<file path="src/rtl/tbin_pkg.sv">
// ----------------------------------------------------------------------------
// tbin_pkg
// Shared widths, register indexes, sequencer operations and divider structs
// for the triangle tile binner.
// ----------------------------------------------------------------------------
package tbin_pkg;

  localparam int POS_W     = 14;  // vertex position, signed
  localparam int CFG_W     = 13;  // configuration register width
  localparam int VID_W     = 16;  // vertex index
  localparam int MAT_W     = 10;  // material code, signed
  localparam int IDX_W     = 6;   // tile index
  localparam int CNT_W     = 4;   // tile counts and tile coordinates, 0..8
  localparam int DVD_W     = 15;  // divider dividend
  localparam int CFG_IDX_W = 3;   // configuration register index

  // quotient saturation point of the divider
  localparam logic [CNT_W-1:0] Q_SAT = 4'd8;

  // configuration register indexes
  localparam logic [CFG_IDX_W-1:0] REG_TILE_W = 3'd0;
  localparam logic [CFG_IDX_W-1:0] REG_TILE_H = 3'd1;
  localparam logic [CFG_IDX_W-1:0] REG_BUF_W  = 3'd2;
  localparam logic [CFG_IDX_W-1:0] REG_BUF_H  = 3'd3;

  // divisions run by the sequencer
  typedef enum logic [2:0] {
    OP_X0 = 3'd0,  // min x over tile width
    OP_X1 = 3'd1,  // |max x| over tile width
    OP_Y0 = 3'd2,  // min y over tile height
    OP_Y1 = 3'd3,  // |max y| over tile height
    OP_CX = 3'd4,  // tiles across, ceiling
    OP_CY = 3'd5   // tiles down, ceiling
  } op_t;

  typedef struct packed {
    logic             start;
    logic [DVD_W-1:0] dividend;
    logic [CFG_W-1:0] divisor;
  } div_req_t;

  typedef struct packed {
    logic             done;
    logic [CNT_W-1:0] quot;
  } div_rsp_t;

endpackage

</file>
<file path="src/rtl/tbin_if.sv">
// ----------------------------------------------------------------------------
// tbin_if
// Channel interfaces of the triangle tile binner: triangle input, tile
// record output and configuration write.
// ----------------------------------------------------------------------------
interface tbin_in_if import tbin_pkg::*; ();
  logic                    valid;
  logic                    ready;
  logic signed [POS_W-1:0] ax;
  logic signed [POS_W-1:0] ay;
  logic signed [POS_W-1:0] bx;
  logic signed [POS_W-1:0] by_pos;
  logic signed [POS_W-1:0] cx;
  logic signed [POS_W-1:0] cy;
  logic [VID_W-1:0]        vert_a;
  logic [VID_W-1:0]        vert_b;
  logic [VID_W-1:0]        vert_c;
  logic signed [MAT_W-1:0] material_code;
  logic                    back_face_in;

  modport source (output valid, ax, ay, bx, by_pos, cx, cy, vert_a, vert_b, vert_c,
                  material_code, back_face_in, input ready);
  modport sink   (input valid, ax, ay, bx, by_pos, cx, cy, vert_a, vert_b, vert_c,
                  material_code, back_face_in, output ready);
endinterface

interface tbin_out_if import tbin_pkg::*; ();
  logic                    valid;
  logic                    ready;
  logic [IDX_W-1:0]        tile_index;
  logic [VID_W-1:0]        out_vert_a;
  logic [VID_W-1:0]        out_vert_b;
  logic [VID_W-1:0]        out_vert_c;
  logic signed [MAT_W-1:0] out_material;
  logic                    out_back_face;
  logic                    last_tile;

  modport source (output valid, tile_index, out_vert_a, out_vert_b, out_vert_c,
                  out_material, out_back_face, last_tile, input ready);
  modport sink   (input valid, tile_index, out_vert_a, out_vert_b, out_vert_c,
                  out_material, out_back_face, last_tile, output ready);
endinterface

interface tbin_cfg_if import tbin_pkg::*; ();
  logic                 valid;
  logic                 ready;
  logic [CFG_IDX_W-1:0] index;
  logic [CFG_W-1:0]     data;

  modport source (output valid, index, data, input ready);
  modport sink   (input valid, index, data, output ready);
endinterface

</file>
<file path="src/rtl/tbin_div.sv">
// ----------------------------------------------------------------------------
// tbin_div
// Shared restoring divider with a saturating quotient: gives
// min(dividend / divisor, 8), one quotient bit per cycle.
// ----------------------------------------------------------------------------
module tbin_div import tbin_pkg::*; (
  input  logic     clk,
  input  logic     rst_n,
  input  div_req_t req,
  output div_rsp_t rsp
);

  logic [DVD_W-1:0] rem_r;
  logic [CFG_W-1:0] dsr_r;
  logic [1:0]       bit_r;
  logic [CNT_W-1:0] q_r;
  logic             busy_r;
  logic             done_r;

  logic [DVD_W+1:0] shifted;
  logic             fits;

  // trial subtract of the divisor shifted to the current quotient bit
  always_comb begin
    shifted = (DVD_W+2)'(dsr_r) << bit_r;
    fits    = {2'b00, rem_r} >= shifted;
  end

  // control state
  always_ff @(posedge clk) begin
    if (!rst_n) begin
      busy_r <= 1'b0;
      done_r <= 1'b0;
    end else begin
      done_r <= 1'b0;
      if (req.start) begin
        busy_r <= 1'b1;
      end else if (busy_r && bit_r == 2'd0) begin
        busy_r <= 1'b0;
        done_r <= 1'b1;
      end
    end
  end

  // datapath
  always_ff @(posedge clk) begin
    if (req.start) begin
      rem_r <= req.dividend;
      dsr_r <= req.divisor;
      bit_r <= 2'd3;
      q_r   <= '0;
    end else if (busy_r) begin
      if (fits) begin
        rem_r    <= rem_r - shifted[DVD_W-1:0];
        q_r[bit_r] <= 1'b1;
      end
      bit_r <= bit_r - 2'd1;
    end
  end

  // a set top bit means the quotient reached the saturation point
  assign rsp.done = done_r;
  assign rsp.quot = q_r[CNT_W-1] ? Q_SAT : q_r;

endmodule

</file>
<file path="src/rtl/triangle_tile_binner_core.sv">
// ----------------------------------------------------------------------------
// triangle_tile_binner_core
// Bins one screen-space triangle into the tiles its clamped bounding box
// covers and emits one face record per tile in row-major order.
// ----------------------------------------------------------------------------
// Usage:
//   in_tri   : one triangle per transaction (positions, indices, material,
//              back-face flag). Ready only while the block is idle.
//   out_tile : one record per covered tile, rows outer and columns inner;
//              last_tile marks the final record. No record for an empty range.
//   cfg_wr   : register writes, index 0..3 = tile width, tile height,
//              buffer width, buffer height; other indexes are ignored.
// Timing: the four tile-range divisions run one after another on a single
//   shared divider, then the range is checked and records follow, one record
//   per cycle while out_tile is ready.
//   A register write recomputes both tile counts on the same divider and
//   keeps the block busy until both are done.
// Reset: tile size 16x16, buffer 128x128, tile counts follow from those.
// Stall: a waiting record holds on out_tile until taken; no new triangle
//   is accepted until the last record has gone.
// ----------------------------------------------------------------------------
module triangle_tile_binner_core import tbin_pkg::*; #(
  parameter int MAX_TILES_X = 8,
  parameter int MAX_TILES_Y = 8
) (
  input  logic clk,
  input  logic rst_n,
  tbin_in_if.sink    in_tri,
  tbin_out_if.source out_tile,
  tbin_cfg_if.sink   cfg_wr
);

  localparam logic [CNT_W-1:0] CAP_X = CNT_W'(MAX_TILES_X);
  localparam logic [CNT_W-1:0] CAP_Y = CNT_W'(MAX_TILES_Y);
  localparam logic [CNT_W-1:0] TA_RST = (MAX_TILES_X < 8) ? CAP_X : 4'd8;
  localparam logic [CNT_W-1:0] TD_RST = (MAX_TILES_Y < 8) ? CAP_Y : 4'd8;

  typedef enum logic [3:0] {
    S_IDLE = 4'b0001,
    S_DIV  = 4'b0010,
    S_CHK  = 4'b0100,
    S_EMIT = 4'b1000
  } state_t;

  state_t state_r, state_nxt;
  op_t    op_r;
  logic   issue_r;

  // configuration and tile counts
  logic [CFG_W-1:0] tw_r, th_r, bw_r, bh_r;
  logic [CNT_W-1:0] ta_r, td_r;

  // clamped box and captured payload
  logic [CFG_W-1:0]        minx_r, miny_r;
  logic signed [POS_W-1:0] maxx_r, maxy_r;
  logic [VID_W-1:0]        va_r, vb_r, vc_r;
  logic signed [MAT_W-1:0] mat_r;
  logic                    bf_r;

  // division results and tile range
  logic [CNT_W-1:0] tx0_r, tx1q_r, ty0_r, ty1q_r;
  logic [CNT_W-1:0] tx1_r, ty1_r, tx_r, ty_r;

  div_req_t div_req;
  div_rsp_t div_rsp;

  logic in_fire, out_fire, cfg_fire, cfg_known, last;

  logic signed [POS_W-1:0] mn_x, mn_y, mx_x, mx_y;
  logic [CFG_W-1:0]        tw_eff, th_eff;
  logic [DVD_W-1:0]        mag_x, mag_y;
  logic [CNT_W-1:0]        tx1e, ty1e, lim_x, lim_y, tx1c, ty1c;
  logic                    empty;
  logic [2*CNT_W-1:0]      idx_full;

  tbin_div u_div (
    .clk   (clk),
    .rst_n (rst_n),
    .req   (div_req),
    .rsp   (div_rsp)
  );

  // handshakes
  assign cfg_wr.ready = (state_r == S_IDLE);
  assign in_tri.ready = (state_r == S_IDLE) && !cfg_wr.valid;
  assign in_fire      = in_tri.valid && in_tri.ready;
  assign cfg_fire     = cfg_wr.valid && cfg_wr.ready;
  assign cfg_known    = (cfg_wr.index == REG_TILE_W) || (cfg_wr.index == REG_TILE_H) ||
                        (cfg_wr.index == REG_BUF_W)  || (cfg_wr.index == REG_BUF_H);
  assign out_fire     = out_tile.valid && out_tile.ready;

  // bounding box with clamp to the buffer
  always_comb begin
    mn_x = (in_tri.ax < in_tri.bx) ? in_tri.ax : in_tri.bx;
    mn_x = (mn_x < in_tri.cx) ? mn_x : in_tri.cx;
    mn_y = (in_tri.ay < in_tri.by_pos) ? in_tri.ay : in_tri.by_pos;
    mn_y = (mn_y < in_tri.cy) ? mn_y : in_tri.cy;
    mx_x = (in_tri.ax > in_tri.bx) ? in_tri.ax : in_tri.bx;
    mx_x = (mx_x > in_tri.cx) ? mx_x : in_tri.cx;
    mx_y = (in_tri.ay > in_tri.by_pos) ? in_tri.ay : in_tri.by_pos;
    mx_y = (mx_y > in_tri.cy) ? mx_y : in_tri.cy;
    if (mn_x < 0) mn_x = '0;
    if (mn_y < 0) mn_y = '0;
    if (mx_x > $signed({1'b0, bw_r})) mx_x = $signed({1'b0, bw_r});
    if (mx_y > $signed({1'b0, bh_r})) mx_y = $signed({1'b0, bh_r});
  end

  // divider operand selection
  always_comb begin
    tw_eff = (tw_r == '0) ? CFG_W'(1) : tw_r;
    th_eff = (th_r == '0) ? CFG_W'(1) : th_r;
    mag_x  = maxx_r[POS_W-1] ? DVD_W'(-$signed({maxx_r[POS_W-1], maxx_r}))
                             : DVD_W'(maxx_r);
    mag_y  = maxy_r[POS_W-1] ? DVD_W'(-$signed({maxy_r[POS_W-1], maxy_r}))
                             : DVD_W'(maxy_r);
    div_req.start = (state_r == S_DIV) && issue_r;
    case (op_r)
      OP_X0: begin
        div_req.dividend = DVD_W'(minx_r);
        div_req.divisor  = tw_eff;
      end
      OP_X1: begin
        div_req.dividend = mag_x;
        div_req.divisor  = tw_eff;
      end
      OP_Y0: begin
        div_req.dividend = DVD_W'(miny_r);
        div_req.divisor  = th_eff;
      end
      OP_Y1: begin
        div_req.dividend = mag_y;
        div_req.divisor  = th_eff;
      end
      OP_CX: begin
        div_req.dividend = DVD_W'(bw_r) + DVD_W'(tw_eff) - DVD_W'(1);
        div_req.divisor  = tw_eff;
      end
      OP_CY: begin
        div_req.dividend = DVD_W'(bh_r) + DVD_W'(th_eff) - DVD_W'(1);
        div_req.divisor  = th_eff;
      end
      default: begin
        div_req.dividend = '0;
        div_req.divisor  = tw_eff;
      end
    endcase
  end

  // tile range: a negative maximum with a nonzero quotient leaves nothing
  always_comb begin
    tx1e  = maxx_r[POS_W-1] ? '0 : tx1q_r;
    ty1e  = maxy_r[POS_W-1] ? '0 : ty1q_r;
    lim_x = ta_r - CNT_W'(1);
    lim_y = td_r - CNT_W'(1);
    tx1c  = (tx1e > lim_x) ? lim_x : tx1e;
    ty1c  = (ty1e > lim_y) ? lim_y : ty1e;
    empty = (ta_r == '0) || (td_r == '0) || (tx0_r > tx1c) || (ty0_r > ty1c) ||
            (maxx_r[POS_W-1] && tx1q_r != '0) || (maxy_r[POS_W-1] && ty1q_r != '0);
  end

  assign last = (tx_r == tx1_r) && (ty_r == ty1_r);

  // sequencer next state
  always_comb begin
    state_nxt = state_r;
    case (state_r)
      S_IDLE: begin
        if (cfg_fire && cfg_known) state_nxt = S_DIV;
        else if (in_fire)          state_nxt = S_DIV;
      end
      S_DIV: begin
        if (div_rsp.done && op_r == OP_Y1)      state_nxt = S_CHK;
        else if (div_rsp.done && op_r == OP_CY) state_nxt = S_IDLE;
      end
      S_CHK: begin
        state_nxt = empty ? S_IDLE : S_EMIT;
      end
      S_EMIT: begin
        if (out_fire && last) state_nxt = S_IDLE;
      end
      default: state_nxt = S_IDLE;
    endcase
  end

  // control registers
  always_ff @(posedge clk) begin
    if (!rst_n) begin
      state_r <= S_IDLE;
      op_r    <= OP_X0;
      issue_r <= 1'b0;
      tw_r    <= CFG_W'(16);
      th_r    <= CFG_W'(16);
      bw_r    <= CFG_W'(128);
      bh_r    <= CFG_W'(128);
      ta_r    <= TA_RST;
      td_r    <= TD_RST;
    end else begin
      state_r <= state_nxt;
      if (div_req.start) issue_r <= 1'b0;
      // a write to a known register starts a recompute of both counts
      if (cfg_fire) begin
        case (cfg_wr.index)
          REG_TILE_W: tw_r <= cfg_wr.data;
          REG_TILE_H: th_r <= cfg_wr.data;
          REG_BUF_W:  bw_r <= cfg_wr.data;
          REG_BUF_H:  bh_r <= cfg_wr.data;
          default: ;
        endcase
        if (cfg_known) begin
          op_r    <= OP_CX;
          issue_r <= 1'b1;
        end
      end else if (in_fire) begin
        op_r    <= OP_X0;
        issue_r <= 1'b1;
      end
      // step to the next division on completion
      if (state_r == S_DIV && div_rsp.done) begin
        case (op_r)
          OP_X0: begin op_r <= OP_X1; issue_r <= 1'b1; end
          OP_X1: begin op_r <= OP_Y0; issue_r <= 1'b1; end
          OP_Y0: begin op_r <= OP_Y1; issue_r <= 1'b1; end
          OP_CX: begin
            op_r    <= OP_CY;
            issue_r <= 1'b1;
            ta_r    <= (div_rsp.quot > CAP_X) ? CAP_X : div_rsp.quot;
          end
          OP_CY: td_r <= (div_rsp.quot > CAP_Y) ? CAP_Y : div_rsp.quot;
          default: ;
        endcase
      end
    end
  end

  // payload and range registers
  always_ff @(posedge clk) begin
    if (in_fire) begin
      minx_r <= mn_x[CFG_W-1:0];
      miny_r <= mn_y[CFG_W-1:0];
      maxx_r <= mx_x;
      maxy_r <= mx_y;
      va_r   <= in_tri.vert_a;
      vb_r   <= in_tri.vert_b;
      vc_r   <= in_tri.vert_c;
      mat_r  <= in_tri.material_code;
      bf_r   <= in_tri.back_face_in;
    end
    if (state_r == S_DIV && div_rsp.done) begin
      case (op_r)
        OP_X0:   tx0_r  <= div_rsp.quot;
        OP_X1:   tx1q_r <= div_rsp.quot;
        OP_Y0:   ty0_r  <= div_rsp.quot;
        OP_Y1:   ty1q_r <= div_rsp.quot;
        default: ;
      endcase
    end
    if (state_r == S_CHK) begin
      tx1_r <= tx1c;
      ty1_r <= ty1c;
      tx_r  <= tx0_r;
      ty_r  <= ty0_r;
    end else if (state_r == S_EMIT && out_fire && !last) begin
      // row-major walk over the tile range
      if (tx_r == tx1_r) begin
        tx_r <= tx0_r;
        ty_r <= ty_r + CNT_W'(1);
      end else begin
        tx_r <= tx_r + CNT_W'(1);
      end
    end
  end

  // record output
  assign idx_full = {{CNT_W{1'b0}}, ty_r} * {{CNT_W{1'b0}}, ta_r}
                  + {{CNT_W{1'b0}}, tx_r};

  assign out_tile.valid         = (state_r == S_EMIT);
  assign out_tile.tile_index    = idx_full[IDX_W-1:0];
  assign out_tile.out_vert_a    = va_r;
  assign out_tile.out_vert_b    = vb_r;
  assign out_tile.out_vert_c    = vc_r;
  assign out_tile.out_material  = mat_r;
  assign out_tile.out_back_face = bf_r;
  assign out_tile.last_tile     = last;

  // checks
  a_no_overlap: assert property (@(posedge clk) disable iff (!rst_n)
    !(in_tri.ready && out_tile.valid))
    else $error("input ready while a tile record is pending");

  a_last_ends: assert property (@(posedge clk) disable iff (!rst_n)
    (out_tile.valid && out_tile.ready && out_tile.last_tile) |=> !out_tile.valid)
    else $error("record emitted after the last tile transaction");

  a_cfg_busy: assert property (@(posedge clk) disable iff (!rst_n)
    (cfg_wr.valid && cfg_wr.ready && cfg_known) |=> (!in_tri.ready && !out_tile.valid))
    else $error("block not busy recomputing after a register write");

  a_range_in_grid: assert property (@(posedge clk) disable iff (!rst_n)
    out_tile.valid |-> (tx_r < ta_r && ty_r < td_r))
    else $error("tile coordinate outside the tile grid");

endmodule
</file>
<file path="src/flat_wrapper.sv">
// flat-port wrapper written by rule: the top's interface ports become plain ports
module triangle_tile_binner_core_flat import tbin_pkg::*;
#(
  parameter int MAX_TILES_X = 8,
  parameter int MAX_TILES_Y = 8
)
  (clk, rst_n, in_tri_valid, in_tri_ax, in_tri_ay, in_tri_bx, in_tri_by_pos, in_tri_cx, in_tri_cy, in_tri_vert_a, in_tri_vert_b, in_tri_vert_c, in_tri_material_code, in_tri_back_face_in, in_tri_ready, out_tile_valid, out_tile_tile_index, out_tile_out_vert_a, out_tile_out_vert_b, out_tile_out_vert_c, out_tile_out_material, out_tile_out_back_face, out_tile_last_tile, out_tile_ready, cfg_wr_valid, cfg_wr_index, cfg_wr_data, cfg_wr_ready);
  tbin_in_if in_tri_i ();
  tbin_out_if out_tile_i ();
  tbin_cfg_if cfg_wr_i ();
  input  logic clk;
  input  logic rst_n;
  input wire logic [$bits(in_tri_i.valid)-1:0] in_tri_valid;
  input wire logic [$bits(in_tri_i.ax)-1:0] in_tri_ax;
  input wire logic [$bits(in_tri_i.ay)-1:0] in_tri_ay;
  input wire logic [$bits(in_tri_i.bx)-1:0] in_tri_bx;
  input wire logic [$bits(in_tri_i.by_pos)-1:0] in_tri_by_pos;
  input wire logic [$bits(in_tri_i.cx)-1:0] in_tri_cx;
  input wire logic [$bits(in_tri_i.cy)-1:0] in_tri_cy;
  input wire logic [$bits(in_tri_i.vert_a)-1:0] in_tri_vert_a;
  input wire logic [$bits(in_tri_i.vert_b)-1:0] in_tri_vert_b;
  input wire logic [$bits(in_tri_i.vert_c)-1:0] in_tri_vert_c;
  input wire logic [$bits(in_tri_i.material_code)-1:0] in_tri_material_code;
  input wire logic [$bits(in_tri_i.back_face_in)-1:0] in_tri_back_face_in;
  output wire logic [$bits(in_tri_i.ready)-1:0] in_tri_ready;
  output wire logic [$bits(out_tile_i.valid)-1:0] out_tile_valid;
  output wire logic [$bits(out_tile_i.tile_index)-1:0] out_tile_tile_index;
  output wire logic [$bits(out_tile_i.out_vert_a)-1:0] out_tile_out_vert_a;
  output wire logic [$bits(out_tile_i.out_vert_b)-1:0] out_tile_out_vert_b;
  output wire logic [$bits(out_tile_i.out_vert_c)-1:0] out_tile_out_vert_c;
  output wire logic [$bits(out_tile_i.out_material)-1:0] out_tile_out_material;
  output wire logic [$bits(out_tile_i.out_back_face)-1:0] out_tile_out_back_face;
  output wire logic [$bits(out_tile_i.last_tile)-1:0] out_tile_last_tile;
  input wire logic [$bits(out_tile_i.ready)-1:0] out_tile_ready;
  input wire logic [$bits(cfg_wr_i.valid)-1:0] cfg_wr_valid;
  input wire logic [$bits(cfg_wr_i.index)-1:0] cfg_wr_index;
  input wire logic [$bits(cfg_wr_i.data)-1:0] cfg_wr_data;
  output wire logic [$bits(cfg_wr_i.ready)-1:0] cfg_wr_ready;
  assign in_tri_i.valid = in_tri_valid;
  assign in_tri_i.ax = in_tri_ax;
  assign in_tri_i.ay = in_tri_ay;
  assign in_tri_i.bx = in_tri_bx;
  assign in_tri_i.by_pos = in_tri_by_pos;
  assign in_tri_i.cx = in_tri_cx;
  assign in_tri_i.cy = in_tri_cy;
  assign in_tri_i.vert_a = in_tri_vert_a;
  assign in_tri_i.vert_b = in_tri_vert_b;
  assign in_tri_i.vert_c = in_tri_vert_c;
  assign in_tri_i.material_code = in_tri_material_code;
  assign in_tri_i.back_face_in = in_tri_back_face_in;
  assign in_tri_ready = in_tri_i.ready;
  assign out_tile_valid = out_tile_i.valid;
  assign out_tile_tile_index = out_tile_i.tile_index;
  assign out_tile_out_vert_a = out_tile_i.out_vert_a;
  assign out_tile_out_vert_b = out_tile_i.out_vert_b;
  assign out_tile_out_vert_c = out_tile_i.out_vert_c;
  assign out_tile_out_material = out_tile_i.out_material;
  assign out_tile_out_back_face = out_tile_i.out_back_face;
  assign out_tile_last_tile = out_tile_i.last_tile;
  assign out_tile_i.ready = out_tile_ready;
  assign cfg_wr_i.valid = cfg_wr_valid;
  assign cfg_wr_i.index = cfg_wr_index;
  assign cfg_wr_i.data = cfg_wr_data;
  assign cfg_wr_ready = cfg_wr_i.ready;
  triangle_tile_binner_core #(.MAX_TILES_X(MAX_TILES_X), .MAX_TILES_Y(MAX_TILES_Y)) u_core (.clk(clk), .rst_n(rst_n), .in_tri(in_tri_i), .out_tile(out_tile_i), .cfg_wr(cfg_wr_i));
endmodule
</file>
<file path="config.mk">
export PLATFORM = sky130hd
export DESIGN_NAME = triangle_tile_binner_core_flat
export DESIGN_NICKNAME = d
export VERILOG_FILES = /design/src/rtl/tbin_pkg.sv /design/src/rtl/tbin_if.sv /design/src/rtl/tbin_div.sv /design/src/rtl/triangle_tile_binner_core.sv /design/src/flat_wrapper.sv
export SDC_FILE = /design/constraint.sdc
export NUM_CORES = 1
export LEC_CHECK = 0
export BUFFER_PORTS_ARGS = -buffer_cell sky130_fd_sc_hd__buf_2
export CELL_PAD_IN_SITES_DETAIL_PLACEMENT = 1
export CELL_PAD_IN_SITES_GLOBAL_PLACEMENT = 1
export CORE_UTILIZATION = 47
export CTS_BUF_LIST = sky130_fd_sc_hd__clkbuf_8
export DETAILED_ROUTE_END_ITERATION = 12
export PLACE_DENSITY_LB_ADDON = 0.1
export SLEW_MARGIN = 30
export SYNTH_ARGS = -nofsm -noshare
export SYNTH_HDL_FRONTEND = slang
export SYNTH_SLANG_ARGS = --single-unit
</file>
<file path="constraint.sdc">
create_clock -name clk -period 8.5 [get_ports clk]
set_clock_uncertainty 0.05 [all_clocks]
set_input_delay 0.425 -clock clk [delete_from_list [all_inputs] [get_ports clk]]
set_output_delay 0.425 -clock clk [all_outputs]
set_load 0.05 [all_outputs]
</file>
==> impl_metrics.py <==
metrics = {
    "status": {
        "outcome": "finished clean",
    },
    "clocking": {
        "clkTransAtPathRegs_ps": 60,
        "cts.path.max_buffers": 3,
        "cts_tree": "built",
        "clk_latency_ps": 600,
        "cts_setup_buffers": 0,
        "cts-root-buf": "clkbuf_8",
        "cts_inserted_buffers": 43,
        "clock-sinks": 249,
        "htreeDepth": 2,
    },
    "die": {
        "die_w_um": 198,
        "initial_core_util_pct": 47.9,
        "die_area_um2": 39400,
        "core_um2": 37800,
        "rows": 71,
        "io_pins": 233,
        "dieHeight_um": 198,
    },
    "synthesis": {
        "yosysTopAreaCellShare_pct": 28.7,
        "yosysUniqueCellTypes": 79,
        "seq_area_frac_synth_pct": 37.1,
        "synth_area_um2": 18100,
        "synth.largest_area_cell": "edfxtp_1",
        "synth_area_leaders": "edfxtp_1, ha_1, dfxtp_1",
        "syn_avg_cell_area_um2": 9.71,
        "synthFlopType": "edfxtp_1",
        "synth_nets": 2227,
        "yosys_register_bits": 249,
        "synth-edff-count": 173,
        "yosys_warnings": 0,
        "synthArstFlopShare_pct": 0,
        "postSynthCellCount": 1866,
    },
    "power": {
        "power.internal_w": 0.00277,
        "p_comb_share_pct": 30.8,
        "switchingPower_w": 0.00137,
        "p_clk_share_pct": 32.5,
        "ir_drop_mv": 0.0975,
        "power.density_nw_per_um2": 194,
        "switching_share_pct": 33.0,
        "p_leak_nw": 9.25,
        "p_seq_share_pct": 36.7,
    },
    "global_route": {
        "grt_util_met2_pct": 51.3,
        "grt_use_total_pct": 29.4,
        "grt_pass1_wl_um": 89400,
        "grt_pass1_vias": 16100,
        "grt_max_degree": 76,
        "grt_overflow": 0,
        "gr-usage-met3_pct": 4.44,
        "grtUsageMet1_pct": 36.2,
        "grt-busiest-layer": "met2",
        "antenna_found_initial": 1,
    },
    "cells_and_area": {
        "fin_util_pct": 56.4,
        "drive_gt1_share_pct": 19.1,
        "nNetsFinal": 2489,
        "instances_no_fill": 2674,
        "final_cell_mix": "buf_2, ha_1, nand2_1",
        "final_common_cell": "buf_2",
        "area_growth_pct": 17.8,
        "fill_cells": 4397,
    },
    "worst_hold_path": {
        "whs_path_depth": 3,
        "worstHoldPathType": "in -> reg",
        "hp-start": "cfg_wr_data[3]",
        "worst_hold_path.endpoint": "u_core.tw_r[3]",
    },
    "run": {
        "cap_violations": 0,
    },
    "detailed_routing": {
        "vias": 15300,
        "firstDrtPassIters": 5,
        "ant_nets": 0,
        "vias_per_cell": 5.73,
        "wirelength_um": 57300,
        "avgRoutedWirePerCell_um": 21.4,
        "drtIter0Drc": 840,
        "drc": 0,
    },
    "timing": {
        "tightestPinTransition_ps": 909,
        "maxSlewViolCount": 0,
        "fin_crit_ps": 6870,
        "post-route-period-util_pct": 80.8,
        "finalSetupViolCount": 0,
        "fmax_mhz": 146,
        "fin_setup_tns_ps": 0,
        "rsz0062_at_grt": "false",
        "finalHoldViolations": 0,
        "slew_headroom_pct": 39.4,
    },
    "placement": {
        "hpwl_um": 43700,
        "io_buffers": 232,
        "place_congestion": 0.885,
        "dp.cells": 2535,
    },
    "critical_path": {
        "slowest_delay_ps": 710,
        "startpoint_type": "input port",
        "path_max_fanout": 27,
        "critPathKind": "in -> reg",
        "required_ps": 8780,
        "r2r_end": "u_core.u_div.rem_r[10]",
        "r2r-start": "u_core.th_r[10]",
        "arrival_ps": 7150,
        "rrSetupSlack_ps": 3850,
        "cp_slowest_cell": "or3_1",
        "cp-end-kind": "flip-flop",
        "reg2reg_depth": 14,
    },
}
[per-layer routing]
metal	part of all wire, %	vias up	routed length (um)
li1	-	7270	-
met1	42	7582	24100
met2	50	364	28500
met3	4.6	100	2650
met4	3.6	0	2060
met5	0	-	0
[kinds of logic (layout without fill, tap and decap cells)]
group | after synthesis | in the layout | synth area share [%]
compound gates | 390 | 390 | 14.2
fa+ha+maj | 197 | 197 | 14.0
xor+xnor | 77 | 77 | 3.72
mux | 171 | 171 | 11.1
buf+inv | 236 | 532 | 5.03
other cells | 0 | 1 | 0
simple gates | 546 | 546 | 14.9
flops | 249 | 249 | 37.1
[flip-flops by register name (all words and copies together), names as in the netlist, 14 cells and up]
| name | cells |
|---|---|
| u_core.maxy_r | 14 |
| u_core.out_tile.out_vert_a | 16 |
| u_core.u_div.rem_r | 15 |
| u_core.out_tile.out_vert_b | 16 |
| u_core.out_tile.out_vert_c | 16 |
| u_core.maxx_r | 14 |
[synthesized netlist by cell type, types with 11 or more instances]
master	count
edfxtp_1	173
mux2_1	23
mux4_2	13
a21oi_1	100
nand2_1	184
o22ai_1	11
clkbuf_1	71
nand3_1	32
nor4_1	14
nor2_1	106
ha_1	188
nor2b_1	47
a21o_1	46
nand4_1	23
xnor2_1	44
a211oi_1	16
dfxtp_1	76
mux2i_1	72
inv_1	148
and2_1	12
a21boi_0	38
nand2b_1	42
mux2_2	53
o21ai_0	74
xor2_1	33
nor3_1	27
[area by class of cell]
type	instances	area [um2]	area share [%]
Multi-Input combinational cell	1381	10500	49.3
Sequential cell	249	6720	31.5
Timing Repair Buffer	304	1860	8.71
Clock buffer	49	674	3.16
Tap cell	511	639	2.99
Inverter	149	559	2.62
Clock inverter	30	370	1.73
Antenna cell	1	2.50	0.0117
[power groups by stage]
| stage | Sequential, W | Clock, W | Combinational [W] |
|---|---|---|---|
| 3_3_place_gp | 0.00154 | 0 | 0.00118 |
| 3_5_place_dp | 0.00154 | 0 | 0.00123 |
| 2_1_floorplan | 0.00155 | 0 | 0.000884 |
| 4_1_cts | 0.00152 | 0.00136 | 0.00127 |
| 5_1_grt | 0.00153 | 0.00141 | 0.00140 |
| 6_report | 0.00152 | 0.00134 | 0.00128 |
[timing repair]
action,in CTS,in global routing
hold buffers,59,0
resized for setup,0,0
endpoints found under the hold margin,59,0
[worst max path at each step]
stage / from / end / slack (ps) / depth (start not counted)
global placement: in_tri_by_pos[11] / u_core.maxy_r[2] / 1370 / 25
CTS: in_tri_by_pos[11] / u_core.maxy_r[2] / 1680 / 25
global route: in_tri_by_pos[11] / u_core.maxy_r[1] / 1130 / 26
floorplan: u_core.state_r[3] / u_core.op_r[0] / 1850 / 6
detailed placement: in_tri_by_pos[11] / u_core.maxy_r[2] / 1080 / 25
finish: in_tri_by_pos[11] / u_core.maxy_r[1] / 1630 / 25
[per-stage QoR]
step                      total power, W  setup WS (ps)  area [um2]  hold slack (ps)
final                            0.00414           1630       21300             82.2
after global routing             0.00435           1130       21300             66.6
after CTS                        0.00414           1680       21300             53.0
after detailed placement         0.00278           1080       19700              406
after global placement           0.00272           1370       19700              396
after floorplan                  0.00243           1850       18100              379
[worst max-delay path, delay by kind of cell]
kind                       cells  cell delay, ps
AOI/OAI and AO/OA             12            3290
adders and majority gates      3             940
buffers and inverters          2             140
muxes                          2             890
and+or+nand+nor                6            1440
No activity file was read; power rests on OpenSTA's default activity.
